[config.mk]
export PLATFORM = sky130hd
export DESIGN_NAME = keyed_slot_test_scheduler
export DESIGN_NICKNAME = d
export VERILOG_FILES = /design/src/rtl/ksts_pkg.sv /design/src/rtl/ksts_ram.sv /design/src/rtl/ksts_match.sv /design/src/rtl/keyed_slot_test_scheduler.sv
export SDC_FILE = /design/constraint.sdc
export NUM_CORES = 1
export LEC_CHECK = 0
export BUFFER_PORTS_ARGS = -buffer_cell sky130_fd_sc_hd__buf_4
export CORE_MARGIN = 2
export CORE_UTILIZATION = 60
export CTS_CLUSTER_SIZE = 25
export DETAILED_ROUTE_END_ITERATION = 7
export PLACE_DENSITY_LB_ADDON = 0.15
export SLEW_MARGIN = 5
export SYNTH_ARGS = -nofsm -noshare
export SYNTH_HDL_FRONTEND = slang
export SYNTH_SLANG_ARGS = --single-unit
[constraint.sdc]
create_clock -name clk -period 5.7 [get_ports clk]
set_clock_uncertainty 0.1 [all_clocks]
set_input_delay 0 -clock clk [delete_from_list [all_inputs] [get_ports clk]]
set_output_delay 0 -clock clk [all_outputs]
set_load 0.01 [all_outputs]
[src/rtl/ksts_pkg.sv]
// ----------------------------------------------------------------------------
// ksts_pkg: shared types and constants of the keyed slot test scheduler
// Operation, link and status codes, sequencer states, stream beat widths.
// ----------------------------------------------------------------------------
package ksts_pkg;

	localparam int KEY_W      = 16;
	localparam int CHAN_W     = 8;
	localparam int TIME_W     = 32;
	localparam int SLOT_RPT_W = 3;

	// stream beat widths
	localparam int IN_DATA_W  = 64;
	localparam int IN_USER_W  = 2;
	localparam int OUT_DATA_W = 24;

	localparam logic [TIME_W-1:0] TIMEOUT_RESET = 32'd9000;

	typedef enum logic [1:0] {
		MODE_ENQ,
		MODE_QUERY,
		MODE_TICK,
		MODE_CLEAR
	} mode_t;

	typedef enum logic [1:0] {
		LINK_BUSY,
		LINK_UP,
		LINK_FAIL,
		LINK_ABSENT
	} link_t;

	typedef enum logic [2:0] {
		ST_PENDING = 3'd0,
		ST_TESTING = 3'd1,
		ST_OK      = 3'd2,
		ST_WRONG   = 3'd3,
		ST_TIMEOUT = 3'd4
	} status_t;

	typedef enum logic [1:0] {
		FSM_IDLE,
		FSM_SCAN,
		FSM_RESP
	} fsm_t;

	// one table entry as seen by the compare unit
	typedef struct packed {
		logic              valid;
		logic [KEY_W-1:0]  key;
		status_t           status;
	} entry_t;

endpackage

[src/rtl/ksts_ram.sv]
// ----------------------------------------------------------------------------
// ksts_ram: generic single-write, single-read RAM
// One write port, one read port, read data registered (read-old on collision).
// ----------------------------------------------------------------------------
module ksts_ram #(
	parameter int WIDTH = 8,
	parameter int DEPTH = 8,
	localparam int AW = (DEPTH > 1) ? $clog2(DEPTH) : 1
) (
	input  logic             clk,
	input  logic             we,
	input  logic [AW-1:0]    waddr,
	input  logic [WIDTH-1:0] wdata,
	input  logic [AW-1:0]    raddr,
	output logic [WIDTH-1:0] rdata
);

	logic [WIDTH-1:0] mem_q [DEPTH];

	always_ff @(posedge clk) begin
		if (we) begin
			mem_q[waddr] <= wdata;
		end
		rdata <= mem_q[raddr];
	end

endmodule

[src/rtl/ksts_match.sv]
// ----------------------------------------------------------------------------
// ksts_match: shared compare unit
// Judges one table entry per cycle (key match or pending search) and the
// wrap-safe elapsed time of the running test against the timeout.
// ----------------------------------------------------------------------------
module ksts_match (
	input  logic                          pend_search,
	input  ksts_pkg::entry_t              ent,
	input  logic [ksts_pkg::KEY_W-1:0]    req_key,
	input  logic [ksts_pkg::TIME_W-1:0]   now_ms,
	input  logic [ksts_pkg::TIME_W-1:0]   start_ms,
	input  logic [ksts_pkg::TIME_W-1:0]   timeout_ms,
	output logic                          hit,
	output logic                          expired
);
	import ksts_pkg::*;

	logic [TIME_W-1:0] elapsed;

	// modulo 2^32 difference handles counter wrap
	assign elapsed = now_ms - start_ms;
	assign expired = (elapsed > timeout_ms);

	assign hit = ent.valid &&
		(pend_search ? (ent.status == ST_PENDING) : (ent.key == req_key));

endmodule

[src/rtl/keyed_slot_test_scheduler.sv]
// ----------------------------------------------------------------------------
// keyed_slot_test_scheduler: request slot table with a one-at-a-time tester
// Operation: enqueue, query and an idle tick walk the table one slot per cycle
//   through the compare unit, up to the first hit or the last slot; a running
//   tick or a clear goes straight to the response.
// Requests: a new beat is taken only after the previous one has loaded its result beat into the output register.
// Reset: arst_n clears the table valid bits, pointers and test state, and loads
//   the timeout register with 9000 ms; no clearing pass, ready right after reset.
// ----------------------------------------------------------------------------
module keyed_slot_test_scheduler #(
	parameter int SLOT_COUNT = 8
) (
	input  logic                              clk,
	input  logic                              arst_n,
	// timeout register write
	input  logic                              cfg_we,
	input  logic [ksts_pkg::TIME_W-1:0]       cfg_wdata,
	// request stream
	input  logic                              s_axis_tvalid,
	output logic                              s_axis_tready,
	// tdata: request_id[15:0], name_present[16], radio_channel[24:17],
	//        link_state[26:25], now_ms[58:27], zero pad[63:59]
	input  logic [ksts_pkg::IN_DATA_W-1:0]    s_axis_tdata,
	// tuser: mode[1:0]
	input  logic [ksts_pkg::IN_USER_W-1:0]    s_axis_tuser,
	// result stream
	output logic                              m_axis_tvalid,
	input  logic                              m_axis_tready,
	// tdata: query_status[2:0], start_test[3], started_slot[6:4],
	//        started_channel[14:7], test_ended[15], ended_slot[18:16],
	//        ended_status[21:19], zero pad[23:22]
	output logic [ksts_pkg::OUT_DATA_W-1:0]   m_axis_tdata
);
	import ksts_pkg::*;

	localparam int IDX_W = $clog2(SLOT_COUNT);
	localparam logic [IDX_W-1:0] LAST_IDX = IDX_W'(SLOT_COUNT - 1);
	localparam int KC_W = KEY_W + CHAN_W;

	// slot index reported in its low bits
	function automatic logic [SLOT_RPT_W-1:0] rpt(input logic [IDX_W-1:0] idx);
		return SLOT_RPT_W'(idx);
	endfunction

	// ------------------------------------------------------------------
	// Registers
	// ------------------------------------------------------------------
	fsm_t                  fsm_q, fsm_d;
	logic [TIME_W-1:0]     timeout_q;

	// captured request beat
	mode_t                 mode_q;
	logic [KEY_W-1:0]      key_q;
	logic                  present_q;
	logic [CHAN_W-1:0]     chan_q;
	link_t                 link_q;
	logic [TIME_W-1:0]     now_q;

	// table state kept in flops: valid bits and round-robin pointer
	logic [SLOT_COUNT-1:0] valid_q;
	logic [IDX_W-1:0]      wp_q;

	// running test
	logic                  running_q;
	logic [IDX_W-1:0]      run_slot_q;
	logic [TIME_W-1:0]     start_q;

	// scan sequencer: address issue stage and compare stage
	logic [IDX_W-1:0]      addr_q;
	logic                  cmp_vld_q;
	logic [IDX_W-1:0]      cmp_idx_q;

	// scan outcome
	logic                  found_q;
	logic [IDX_W-1:0]      found_idx_q;
	logic [CHAN_W-1:0]     hit_chan_q;
	status_t               hit_status_q;

	// output register
	logic                  m_tvalid_q;
	logic [OUT_DATA_W-1:0] m_tdata_q;

	// ------------------------------------------------------------------
	// Request beat fields
	// ------------------------------------------------------------------
	logic                  accept;
	logic [KEY_W-1:0]      in_key;
	logic                  in_present;
	logic [CHAN_W-1:0]     in_chan;
	logic [1:0]            in_link;
	logic [TIME_W-1:0]     in_now;

	assign in_key     = s_axis_tdata[15:0];
	assign in_present = s_axis_tdata[16];
	assign in_chan    = s_axis_tdata[24:17];
	assign in_link    = s_axis_tdata[26:25];
	assign in_now     = s_axis_tdata[58:27];

	// take a beat whenever the sequencer is idle; a result may still be
	// waiting in the output register
	assign s_axis_tready = (fsm_q == FSM_IDLE);
	assign accept        = s_axis_tvalid && s_axis_tready;

	// ------------------------------------------------------------------
	// Table memories: key+channel and status kept apart so status
	// updates never need a read-modify-write of the key
	// ------------------------------------------------------------------
	logic              kc_we;
	logic [IDX_W-1:0]  kc_waddr;
	logic [KC_W-1:0]   kc_wdata;
	logic [KC_W-1:0]   kc_rdata;
	logic              st_we;
	logic [IDX_W-1:0]  st_waddr;
	status_t           st_wdata;
	logic [2:0]        st_rdata;
	logic [IDX_W-1:0]  ram_raddr;

	// scan walks the table; otherwise park the read on the running slot so
	// its status is ready for a clear
	assign ram_raddr = (fsm_q == FSM_SCAN) ? addr_q : run_slot_q;

	ksts_ram #(.WIDTH(KC_W), .DEPTH(SLOT_COUNT)) u_kc_ram (
		.clk   (clk),
		.we    (kc_we),
		.waddr (kc_waddr),
		.wdata (kc_wdata),
		.raddr (ram_raddr),
		.rdata (kc_rdata)
	);

	ksts_ram #(.WIDTH(3), .DEPTH(SLOT_COUNT)) u_st_ram (
		.clk   (clk),
		.we    (st_we),
		.waddr (st_waddr),
		.wdata (st_wdata),
		.raddr (ram_raddr),
		.rdata (st_rdata)
	);

	// ------------------------------------------------------------------
	// Shared compare unit
	// ------------------------------------------------------------------
	entry_t ent;
	logic   ent_hit;
	logic   expired;

	assign ent.valid  = valid_q[cmp_idx_q];
	assign ent.key    = kc_rdata[KC_W-1:CHAN_W];
	assign ent.status = status_t'(st_rdata);

	ksts_match u_match (
		.pend_search (mode_q == MODE_TICK),
		.ent         (ent),
		.req_key     (key_q),
		.now_ms      (now_q),
		.start_ms    (start_q),
		.timeout_ms  (timeout_q),
		.hit         (ent_hit),
		.expired     (expired)
	);

	logic scan_hit;
	logic scan_last;
	logic out_free;
	logic resp_fire;

	assign scan_hit  = cmp_vld_q && ent_hit;
	assign scan_last = cmp_vld_q && (cmp_idx_q == LAST_IDX);
	assign out_free  = !m_tvalid_q || m_axis_tready;
	assign resp_fire = (fsm_q == FSM_RESP) && out_free;

	// ------------------------------------------------------------------
	// Sequencer next state
	// ------------------------------------------------------------------
	always_comb begin
		fsm_d = fsm_q;
		unique case (fsm_q)
			FSM_IDLE: begin
				if (accept) begin
					unique case (mode_t'(s_axis_tuser))
						MODE_ENQ, MODE_QUERY: fsm_d = FSM_SCAN;
						MODE_TICK:            fsm_d = running_q ? FSM_RESP : FSM_SCAN;
						MODE_CLEAR:           fsm_d = FSM_RESP;
					endcase
				end
			end
			FSM_SCAN: begin
				if (scan_hit || scan_last) begin
					fsm_d = FSM_RESP;
				end
			end
			FSM_RESP: begin
				if (out_free) begin
					fsm_d = FSM_IDLE;
				end
			end
			default: fsm_d = FSM_IDLE;
		endcase
	end

	// ------------------------------------------------------------------
	// Verdict of the running test
	// ------------------------------------------------------------------
	logic    verdict_vld;
	status_t verdict;

	always_comb begin
		verdict_vld = 1'b0;
		verdict     = ST_TIMEOUT;
		unique case (link_q)
			LINK_UP: begin
				verdict_vld = 1'b1;
				verdict     = ST_OK;
			end
			LINK_FAIL: begin
				verdict_vld = 1'b1;
				verdict     = ST_WRONG;
			end
			LINK_ABSENT: begin
				verdict_vld = 1'b1;
				verdict     = ST_TIMEOUT;
			end
			LINK_BUSY: begin
				// still connecting: only the clock can end it
				verdict_vld = expired;
				verdict     = ST_TIMEOUT;
			end
		endcase
	end

	// ------------------------------------------------------------------
	// Response: table writes and result beat, all at resp_fire
	// ------------------------------------------------------------------
	logic [IDX_W-1:0]      enq_slot;
	status_t               o_query_status;
	logic                  o_start;
	logic [SLOT_RPT_W-1:0] o_start_slot;
	logic [CHAN_W-1:0]     o_start_chan;
	logic                  o_ended;
	logic [SLOT_RPT_W-1:0] o_end_slot;
	status_t               o_end_status;
	logic [OUT_DATA_W-1:0] out_d;

	// refresh the matching slot, else take the round-robin slot
	assign enq_slot = found_q ? found_idx_q : wp_q;

	always_comb begin
		kc_we          = 1'b0;
		kc_waddr       = enq_slot;
		kc_wdata       = {key_q, chan_q};
		st_we          = 1'b0;
		st_waddr       = enq_slot;
		st_wdata       = ST_PENDING;
		o_query_status = ST_PENDING;
		o_start        = 1'b0;
		o_start_slot   = '0;
		o_start_chan   = '0;
		o_ended        = 1'b0;
		o_end_slot     = '0;
		o_end_status   = ST_PENDING;
		unique case (mode_q)
			MODE_ENQ: begin
				kc_we = resp_fire;
				st_we = resp_fire;
			end
			MODE_QUERY: begin
				o_query_status = found_q ? hit_status_q : ST_PENDING;
			end
			MODE_TICK: begin
				if (running_q) begin
					if (verdict_vld) begin
						st_we        = resp_fire;
						st_waddr     = run_slot_q;
						st_wdata     = verdict;
						o_ended      = 1'b1;
						o_end_slot   = rpt(run_slot_q);
						o_end_status = verdict;
					end
				end else if (found_q) begin
					st_we        = resp_fire;
					st_waddr     = found_idx_q;
					st_wdata     = ST_TESTING;
					o_start      = 1'b1;
					o_start_slot = rpt(found_idx_q);
					o_start_chan = hit_chan_q;
				end
			end
			MODE_CLEAR: begin
				// cancel: report the running slot's status as it stands
				if (running_q) begin
					o_ended      = 1'b1;
					o_end_slot   = rpt(run_slot_q);
					o_end_status = status_t'(st_rdata);
				end
			end
		endcase
	end

	assign out_d = {2'b00, o_end_status, o_end_slot, o_ended,
		o_start_chan, o_start_slot, o_start, o_query_status};

	// ------------------------------------------------------------------
	// Control state
	// ------------------------------------------------------------------
	always_ff @(posedge clk or negedge arst_n) begin
		if (!arst_n) begin
			fsm_q      <= FSM_IDLE;
			timeout_q  <= TIMEOUT_RESET;
			mode_q     <= MODE_ENQ;
			link_q     <= LINK_BUSY;
			valid_q    <= '0;
			wp_q       <= '0;
			running_q  <= 1'b0;
			run_slot_q <= '0;
			addr_q     <= '0;
			cmp_vld_q  <= 1'b0;
			cmp_idx_q  <= '0;
			found_q    <= 1'b0;
			m_tvalid_q <= 1'b0;
		end else begin
			fsm_q <= fsm_d;

			if (cfg_we) begin
				timeout_q <= cfg_wdata;
			end

			// hold the operation and link state of the beat in work
			if (accept) begin
				mode_q <= mode_t'(s_axis_tuser);
				link_q <= link_t'(in_link);
			end

			// scan: issue one address per cycle, judge the previous one
			if (accept) begin
				addr_q    <= '0;
				cmp_vld_q <= 1'b0;
			end else if (fsm_q == FSM_SCAN) begin
				if (scan_hit || scan_last) begin
					cmp_vld_q <= 1'b0;
					found_q   <= scan_hit;
				end else begin
					cmp_vld_q <= 1'b1;
					cmp_idx_q <= addr_q;
					addr_q    <= addr_q + 1'b1;
				end
			end

			if (resp_fire) begin
				unique case (mode_q)
					MODE_ENQ: begin
						valid_q[enq_slot] <= present_q;
						if (!found_q) begin
							wp_q <= (wp_q == LAST_IDX) ? '0 : wp_q + 1'b1;
						end
					end
					MODE_QUERY: begin
					end
					MODE_TICK: begin
						if (running_q) begin
							if (verdict_vld) begin
								running_q  <= 1'b0;
								run_slot_q <= '0;
							end
						end else if (found_q) begin
							running_q  <= 1'b1;
							run_slot_q <= found_idx_q;
						end
					end
					MODE_CLEAR: begin
						valid_q    <= '0;
						wp_q       <= '0;
						running_q  <= 1'b0;
						run_slot_q <= '0;
					end
				endcase
			end

			// output register: load on response, drop once taken
			if (resp_fire) begin
				m_tvalid_q <= 1'b1;
			end else if (m_axis_tready) begin
				m_tvalid_q <= 1'b0;
			end
		end
	end

	// ------------------------------------------------------------------
	// Payload registers
	// ------------------------------------------------------------------
	always_ff @(posedge clk) begin
		if (accept) begin
			key_q     <= in_key;
			present_q <= in_present;
			chan_q    <= in_chan;
			now_q     <= in_now;
		end
		if ((fsm_q == FSM_SCAN) && (scan_hit || scan_last)) begin
			found_idx_q  <= cmp_idx_q;
			hit_chan_q   <= kc_rdata[CHAN_W-1:0];
			hit_status_q <= status_t'(st_rdata);
		end
		// stamp the start time when a test begins
		if (resp_fire && (mode_q == MODE_TICK) && !running_q && found_q) begin
			start_q <= now_q;
		end
		if (resp_fire) begin
			m_tdata_q <= out_d;
		end
	end

	assign m_axis_tvalid = m_tvalid_q;
	assign m_axis_tdata  = m_tdata_q;

endmodule

==> metrics <==
outcome finished, final reports clean; P&R area growth vs syn 24.1%; Vias/cell approximately 5.8; first-iteration detailed-routing DRC count 881; Crit Path Max Fanout 17; met1 usage 0.332; die height around 180 µm; RePlAce Congestion between 0.9 and 1; fmax 0.189 GHz; CP Capture Type flop; DIE WIDTH approximately 180 µm; Setup CP Type flop to flop; peak supply drop just under 0.0003 V; Syn. warnings 0; H-tree depth 2; clk slew on worst S/H paths roughly 60 ps; GR Util met2 0.419; Slew Viols, Final 0; combinational family with the most area after synthesis multiplexers; placed instance area just under 0.02 mm²; Antenna Violating Nets Remaining 0; CP arrival roughly 5500 ps; Synth Instances 1,206; mapped cell area roughly 0.018 mm²; post-detail-place hpwl between 20 and 25 mm; r2r endpoint u_st_ram.mem_q[7][0]$_DFFE_PP_; post-route setup slack about 420 ps; Final Power 9.34 mW; I/O Buffers around 120; Leak approximately 8.5 nW; switch share 0.287; core area about 0.03 mm²; register share of total power 0.433; minimum clock period about 5300 ps; Post-Synthesis Mean Instance Area between 15 and 20 µm²; post-synthesis adder-cell area fraction 0.0502; IO Pins between 100 and 150; clock latency on the worst-skew pair 560 ps; DRC 0; mux share of post-synthesis cell area 0.0988; gr usage total 0.252; final setup vio count 0; RSZ-0062 raised after global routing no; Post-synth EDFFs around 340; R2R Setup Slk about 420 ps; CTS Buf Count 43; R2R Path Start now_q[0]$_DFFE_PP_; Finished Cell Area between 0.02 and 0.025 mm²; combinational fraction of design power 0.269; antenna violations before repair 1; internal power 6.66 mW; CTS root buf clkbuf_16; multi-input combinational cell area approximately 0.0056 mm²; Synth Area in Simple Gates 0.0604; grt met3 use 0.0471; clock network fraction of design power 0.298; #FFs+latches synth 430; drt pass-1 iters 7; Worst-Margin Slew around 1100 ps; commonest non-fill, non-tap cell in the layout edfxtp_1; Req. time, crit path between 5000 and 6000 ps; fraction of registers with async set/reset 0.144; first-pass GRT wire length a little over 60 mm; final hold vios 0; pin count of the biggest net entering global routing 70; period utilization 0.927; Critical Path Start now_q[0]$_DFFE_PP_; Synth Area in Compound Gates 0.0702; setup TNS 0 ps; via count between 10,000 and 15,000; busiest grt layer met2; Yosys cell types between 60 and 70; Max-cap violations 0; most frequent cells in the layout edfxtp_1, dlygate4sd3_1, buf_4, o21ai_0, inv_1; CP Launch Type flop; Seq/Total Area, Yosys 0.673; routed wire length approximately 39 mm; wire per inst 20.2 µm; Filler cells ~1,800; CTS Buffer Depth 3; CP Capture Point u_st_ram.mem_q[7][0]$_DFFE_PP_; clock tree from TritonCTS built; initial core utilization 0.604; post-CTS setup buffer count 0; grt total ovfl 0; FF-to-FF path depth 20; vias in the first global route 11,300; Hold Worst Slack 2.76 ps; Nets ~1,700; pre-CTS WS 105 ps; die footprint about 0.032 mm²; Hold WC Path Type primary input to async pin; Psw approximately 2.7 mW; FP Rows 64; XOR/XNOR Fraction of Synth Area 0.0201; Sequential Area between 0.01 and 0.015 mm²; Primary FF master, synth edfxtp_1; Max-Slew Margin vs Limit 0.271; clock tree sinks 430; Pwr Density a little over 400 mW/mm²; layout cell share with drive strength beyond 1 0.204
==> cells by family (layout without fill, tap and decap cells) <==
| family | after synthesis | in the layout |
|---|---|---|
| AOI/OAI and AO/OA | 207 | 207 |
| xor gates and xnor gates | 42 | 42 |
| adders and majority gates | 73 | 73 |
| buffers and inverters | 118 | 451 |
| DFF | 430 | 430 |
| muxes | 105 | 105 |
| other | 1 | 3 |
| and+or+nand+nor | 230 | 230 |
==> layer usage <==
| layer | up-vias | wire, µm |
|---|---|---|
| met1 | 5565 | 16500 |
| met5 | - | 0 |
| li1 | 5143 | - |
| met4 | 0 | 1170 |
| met2 | 359 | 19200 |
| met3 | 80 | 2230 |
==> layout make-up <==
class,instances,area share
antenna,1,0.000110
inverter,79,0.0130
timing repair buffer,292,0.114
clock inverter,21,0.0104
clock buffer,59,0.0517
multi-input combinational,659,0.247
sequential,430,0.542
tap,396,0.0218
==> state kept, by name, summed over array words and instances (netlist names), 2 cells and up <==
register        count
chan_q              8
timeout_q          32
cmp_idx_q           3
run_slot_q          3
now_q              32
wp_q                3
m_axis_tdata       22
u_kc_ram.mem_q    192
found_idx_q         3
hit_chan_q          8
valid_q             8
u_st_ram.mem_q     24
hit_status_q        3
u_kc_ram.rdata     24
u_st_ram.rdata      3
addr_q              3
fsm_q               2
start_q            32
link_q              2
mode_q              2
key_q              16
==> power by group through the flow <==
stage,logic (mW),registers (mW),clock network [mW]
global placement,2.33,4.08,0
global route,2.74,4.08,2.95
finish,2.51,4.04,2.79
CTS,2.51,4.04,2.83
floorplan,1.83,4.02,0
detailed placement,2.38,4.10,0
==> through the flow <==
| step | cells | util |
|---|---|---|
| detailed placement | 1697 | 0.650 |
| CTS | 1936 | 0.749 |
| floorplan | 1207 | - |
| finish | 1937 | 0.750 |
| global route | 1937 | 0.750 |
| global placement | 1697 | 0.650 |
==> worst min path at each step <==
stage / slack [ps] / end / depth (start not counted)
CTS: 20 / key_q[3]$_DFFE_PP_ / 2
global route: 40 / now_q[6]$_DFFE_PP_ / 2
detailed placement: 80 / timeout_q[6]$_DFFE_PN0P_ / 1
global placement: 70 / timeout_q[7]$_DFFE_PN0P_ / 1
floorplan: -400 / addr_q[0]$_DFFE_PN0P_ / 0
finish: 3 / timeout_q[12]$_DFFE_PN0P_ / 2
==> critical path, stage by stage (launching register included) <==
cell      delay, ps
edfxtp_1        390
inv_1            70
ha_1            160
inv_1            60
fa_1            420
a211oi_1        340
o21ai_1         190
nand3_1         180
nand3_1         120
and2_1          260
a221o_1         370
a21oi_1         190
xnor2_1          90
ha_1            180
a21o_1          170
a21o_1          170
a21oi_1         130
o211ai_1        150
a221oi_4        560
or2_4           340
mux2_2          400
==> synthesized netlist by cell type, types with 21 or more instances <==
master | n | area, µm²
mux2_2 | 35 | 394
clkbuf_1 | 21 | 78.8
nand2_1 | 73 | 274
nor2_1 | 58 | 218
dfxtp_1 | 27 | 541
ha_1 | 72 | 901
mux4_2 | 55 | 1240
inv_1 | 78 | 293
xnor2_1 | 23 | 201
o21ai_0 | 80 | 400
edfxtp_1 | 341 | 10200
a21oi_1 | 45 | 225
dfrtp_1 | 57 | 1430
==> timing repair <==
action | 4_1_cts | 5_1_grt
endpoints found under the hold margin | 158 | 0
endpoints found under the setup margin | 0 | 40
hold buffers | 159 | 0
resized for setup | 0 | 6
No activity file was read; power rests on OpenSTA's default activity.
